`src/lpht_pkg.sv`:
```
// ----------------------------------------------------------------------------
// lpht_pkg
// Shared types, codes and helpers of the linear probing hash table.
// ----------------------------------------------------------------------------
package lpht_pkg;

    localparam int MAX_SLOTS  = 1024;
    localparam int KEY_BITS   = 64;
    localparam int VALUE_BITS = 64;

    localparam int SLOT_W = $clog2(MAX_SLOTS);
    localparam int CNT_W  = SLOT_W + 1;
    localparam int CFG_W  = CNT_W;

    // remainder unit: bits retired per cycle
    localparam int MOD_DIGIT = 4;
    localparam int MOD_STEPS = (KEY_BITS + MOD_DIGIT - 1) / MOD_DIGIT;
    localparam int MOD_PAD_W = MOD_STEPS * MOD_DIGIT;
    localparam int MOD_CNT_W = $clog2(MOD_STEPS);

    // operation codes
    localparam logic [2:0] OP_LOOKUP = 3'd0;
    localparam logic [2:0] OP_INSERT = 3'd1;
    localparam logic [2:0] OP_REMOVE = 3'd2;
    localparam logic [2:0] OP_CLEAR  = 3'd3;
    localparam logic [2:0] OP_NEXT   = 3'd4;

    // status codes
    localparam logic [1:0] ST_OK       = 2'd0;
    localparam logic [1:0] ST_NOTFOUND = 2'd1;
    localparam logic [1:0] ST_FULL     = 2'd2;
    localparam logic [1:0] ST_ZEROKEY  = 2'd3;

    // configuration register indexes
    localparam logic CFG_SLOTS = 1'b0;
    localparam logic CFG_DUP   = 1'b1;

    typedef struct packed {
        logic [2:0]            op;
        logic [KEY_BITS-1:0]   key;
        logic [VALUE_BITS-1:0] value;
        logic [SLOT_W-1:0]     start_slot;
    } t_req;

    typedef struct packed {
        logic [1:0]            status;
        logic [SLOT_W-1:0]     slot;
        logic [VALUE_BITS-1:0] found_value;
        logic [CNT_W-1:0]      used_count;
    } t_rsp;

    // next slot with wrap at the slot count in use
    function automatic logic [SLOT_W-1:0] adv_slot(input logic [SLOT_W-1:0] s,
                                                   input logic [CNT_W-1:0]  n);
        logic [CNT_W-1:0] inc;
        inc = {1'b0, s} + CNT_W'(1);
        return (inc >= n) ? '0 : inc[SLOT_W-1:0];
    endfunction

endpackage

```
`src/lpht_mod_unit.sv`:
```
// ----------------------------------------------------------------------------
// lpht_mod_unit
// Iterative key remainder: MOD_DIGIT bits of the key per cycle.
// ----------------------------------------------------------------------------
module lpht_mod_unit (
    input  logic                          i_clk,
    input  logic                          i_rst_n,
    input  logic                          i_start,
    input  logic [lpht_pkg::KEY_BITS-1:0] i_dividend,
    input  logic [lpht_pkg::CNT_W-1:0]    i_divisor,
    output logic                          o_done,
    output logic [lpht_pkg::SLOT_W-1:0]   o_rem
);

    logic                             r_busy;
    logic                             r_done;
    logic [lpht_pkg::MOD_CNT_W-1:0]   r_cnt;
    logic [lpht_pkg::MOD_PAD_W-1:0]   r_sh;
    logic [lpht_pkg::CNT_W-1:0]       r_rem;
    logic [lpht_pkg::CNT_W-1:0]       r_div;
    logic [lpht_pkg::CNT_W-1:0]       n_rem;

    // restoring remainder, MOD_DIGIT steps on narrow values
    always_comb begin
        logic [lpht_pkg::CNT_W:0]   t;
        logic [lpht_pkg::CNT_W-1:0] rem;
        rem = r_rem;
        for (int d = 0; d < lpht_pkg::MOD_DIGIT; d++) begin
            t = {rem, r_sh[lpht_pkg::MOD_PAD_W-1-d]};
            if (t >= {1'b0, r_div}) begin
                t = t - {1'b0, r_div};
            end
            rem = t[lpht_pkg::CNT_W-1:0];
        end
        n_rem = rem;
    end

    always_ff @(posedge i_clk) begin
        if (!i_rst_n) begin
            r_busy <= 1'b0;
            r_done <= 1'b0;
            r_cnt  <= '0;
        end else begin
            r_done <= 1'b0;
            if (i_start) begin
                r_busy <= 1'b1;
                r_cnt  <= '0;
            end else if (r_busy) begin
                r_cnt <= r_cnt + lpht_pkg::MOD_CNT_W'(1);
                if (r_cnt == lpht_pkg::MOD_CNT_W'(lpht_pkg::MOD_STEPS - 1)) begin
                    r_busy <= 1'b0;
                    r_done <= 1'b1;
                end
            end
        end
    end

    always_ff @(posedge i_clk) begin
        if (i_start) begin
            r_sh  <= lpht_pkg::MOD_PAD_W'(i_dividend);
            r_rem <= '0;
            r_div <= i_divisor;
        end else if (r_busy) begin
            r_sh  <= r_sh << lpht_pkg::MOD_DIGIT;
            r_rem <= n_rem;
        end
    end

    assign o_done = r_done;
    assign o_rem  = r_rem[lpht_pkg::SLOT_W-1:0];

endmodule

```
`config.mk`:
```
export PLATFORM = sky130hd
export DESIGN_NAME = lpht_mod_unit
export DESIGN_NICKNAME = d
export VERILOG_FILES = /design/src/lpht_pkg.sv /design/src/lpht_mod_unit.sv
export SDC_FILE = /design/constraint.sdc
export NUM_CORES = 1
export LEC_CHECK = 0
export BUFFER_PORTS_ARGS = -buffer_cell sky130_fd_sc_hd__buf_2
export CORE_MARGIN = 4
export CORE_UTILIZATION = 50
export DETAILED_ROUTE_END_ITERATION = 12
export MAX_ROUTING_LAYER = met4
export PLACE_DENSITY = 0.74
export RECOVER_POWER = 25
export SYNTH_ARGS = -nofsm -noshare
export SYNTH_HDL_FRONTEND = slang
export SYNTH_SLANG_ARGS = --single-unit
```
`constraint.sdc`:
```
create_clock -name i_clk -period 11.9 [get_ports i_clk]
set_clock_uncertainty 0.1 [all_clocks]
set_input_delay 2.38 -clock i_clk [delete_from_list [all_inputs] [get_ports i_clk]]
set_output_delay 2.38 -clock i_clk [all_outputs]
set_load 0.05 [all_outputs]
```
==> flow_summary.yaml <==
run_status:
  status: "complete, but fails checks"
  failed_checks: "max-capacitance violations, max-slew violations"
global_route:
  grt_max_degree: 70
  grt_usage_pct: 22.39
  antenna_found_initial: 0
  grt_overflow_total: 0
  grt_pass1_vias: 4913
  grt_pass1_wl_um: 24830
sta:
  max_freq_mhz: 97.65
  period_needed_ns: 10.24
  slew_headroom_pct: -125.8
  max_slew.worst_pin.slew_ns: 3.387
  slew_viol_final: 70
  rsz0062_at_grt: "false"
  tns_ns: 0
  finalHoldViolCount: 0
  period_share_pct: 86.06
  setup_viol: 0
  whs_ns: 0.3976
synthesis:
  syn_inst: 589
  synth_top_cell_by_area: "edfxtp_1"
  yosysUniqueCellTypes: 72
  ys_seq_area_share_pct: 40.59
  synth_ff_type: "edfxtp_1"
  ys.warnings.count: 0
  avgSynthCellArea_um2: 10.84
  synth_seq_cells: 92
  async_flop_share_pct: 0
  synth_enable_flop_cells: 75
  syn_nets: 716
  synth_top_area_share_pct: 35.26
  netlist_area_um2: 6387
  synthTopCellsByArea: "edfxtp_1 35%, mux2_2 12%, ha_1 8.8%"
placement:
  dpl.cell_count: 823
  place_congestion: 1.061
  numPortBuffers: 88
  hpwl_um: 12040
worst_setup_path:
  start_kind: "flop"
  path_common_cell: "ha_1"
  end_kind: "flop"
  worstSetupPathDepth: 36
  cp_slowest_cell: "a311oi_1"
  reg2reg_depth: 36
  cp_data_required_time_ns: 12.03
  arrival_ns: 10.37
  critPathBufInv: 3
  path_delay_family: "compound AO/OA/AOI/OAI gates"
  max_stage_delay_ns: 0.69
  crit_fanout: 12
  crit_type: "flop to flop"
clock_tree:
  clk_latency_ns: 0.34
  cts-root-buf: "clkbuf_16"
  cts_tree: "yes"
  post_cts_buffers: 0
  cts_resized: 0
  cts_buffer_depth: 2
  path_clk_slew_ns: 0.07
  cts_buffers: 9
  cts_hold_buf: 0
  cts_sinks: 92
  ctsHtreeMaxLevel: 3
floorplanning:
  die_width_um: 121.0
  core_um2: 12570
  die_h_um: 121.0
  start_util_pct: 50.82
  rows: 41
  ios: 89
  die-area_um2: 14650
routing:
  vias: 4911
  drc_errors: 0
  routed_wl_um: 15820
  drt_iter0_markers: 360
  routedWlPerCell_um: 18.86
  antenna_left: 0
  viasPerCell: 5.853
  dr.pass1.iters: 5
cells_and_area:
  syn_to_final_growth_pct: 12.63
  diodes: 0
  drive_gt1_share_pct: 26.99
  final_cell_count_no_fill: 839
  final_cell_mix: "75 x buf_2, 75 x edfxtp_1, 68 x mux2_2, 45 x ha_1, 36 x nor2_1"
  nets: 789
hold_path:
  hold_class: "flop to flop"
  whs_path_depth: 2
flow_run:
  max_cap_violations: 1
[Yosys cell counts (11+ instances only)]
cell / count
edfxtp_1: 75
mux2_2: 68
ha_1: 45
nor2_1: 36
inv_1: 35
a21oi_1: 30
nand2_1: 30
xnor2_1: 19
dfxtp_1: 17
nor3_1: 16
a21o_1: 14
clkbuf_1: 13
xor2_1: 13
mux2i_1: 12
o21ai_0: 12
nand4_1: 11
[metrics by stage]
stage | setup slack [ns] | util, % | instance area, µm²
after floorplan | 3.065 | - | 6387
after global placement | 2.056 | 54.90 | 6900
after detailed placement | 1.920 | 54.90 | 6900
after CTS | 1.796 | 57.42 | 7217
after global routing | 0.8766 | 57.24 | 7194
final | 1.659 | 57.24 | 7194
[sequential cells by signal, indices dropped and copies added, names as in the netlist]
| register | cells |
|---|---|
| r_div | 11 |
| r_busy | 1 |
| r_cnt | 4 |
| r_rem | 11 |
| o_done | 1 |
| r_sh | 64 |
[kinds of logic (layout without fill, tap and decap cells)]
family                     after synthesis  after routing  share of synthesized area, %
muxes                                   80             80                         13.87
and+or+nand+nor                        152            152                         12.26
adders and majority gates               49             49                         10.07
buffers and inverters                   63            141                         4.564
xor gates and xnor gates                32             32                         4.388
AOI/OAI and AO/OA                      121            121                         14.26
DFF                                     92             92                         40.59
[worst paths after layout]
path	start	to	slack [ns]
worst max-delay path	r_div[0]	r_rem[0]	1.66
worst min-delay path	r_cnt[3]	o_done	0.40
worst max register to register	r_div[0]	r_rem[0]	1.66
worst min register to register	r_cnt[3]	o_done	0.40
[area by class of cell]
| cell class | instances | area, µm² |
|---|---|---|
| fill | 1079 | 5374 |
| multi-input combinational | 434 | 3503 |
| sequential | 92 | 2592 |
| timing repair buffer | 90 | 435.4 |
| clock buffer | 9 | 225.2 |
| tap | 172 | 215.2 |
| inverter | 35 | 131.4 |
| clock inverter | 7 | 91.34 |
[layer usage]
layer / GRT usage, % / share of wire [%] / up-vias
met5: - / 0 / -
met4: 8.499 / 2.9 / 0
met3: 4.569 / 7.0 / 44
met2: 35.57 / 48 / 204
met1: 28.34 / 42 / 2315
li1: - / - / 2348
[worst register-to-register path, delay by kind of cell (launching register included)]
| kind | cells | cell delay [ns] |
|---|---|---|
| compound gates | 16 | 4.36 |
| simple gates | 10 | 2.55 |
| fa+ha+maj | 5 | 1.69 |
| mux | 2 | 0.64 |
| flops | 1 | 0.45 |
| buf+inv | 3 | 0.34 |
Power is left out: the tool's default activity adds up to more than one toggle a clock period on the data nets, which glitch-free logic cannot reach.
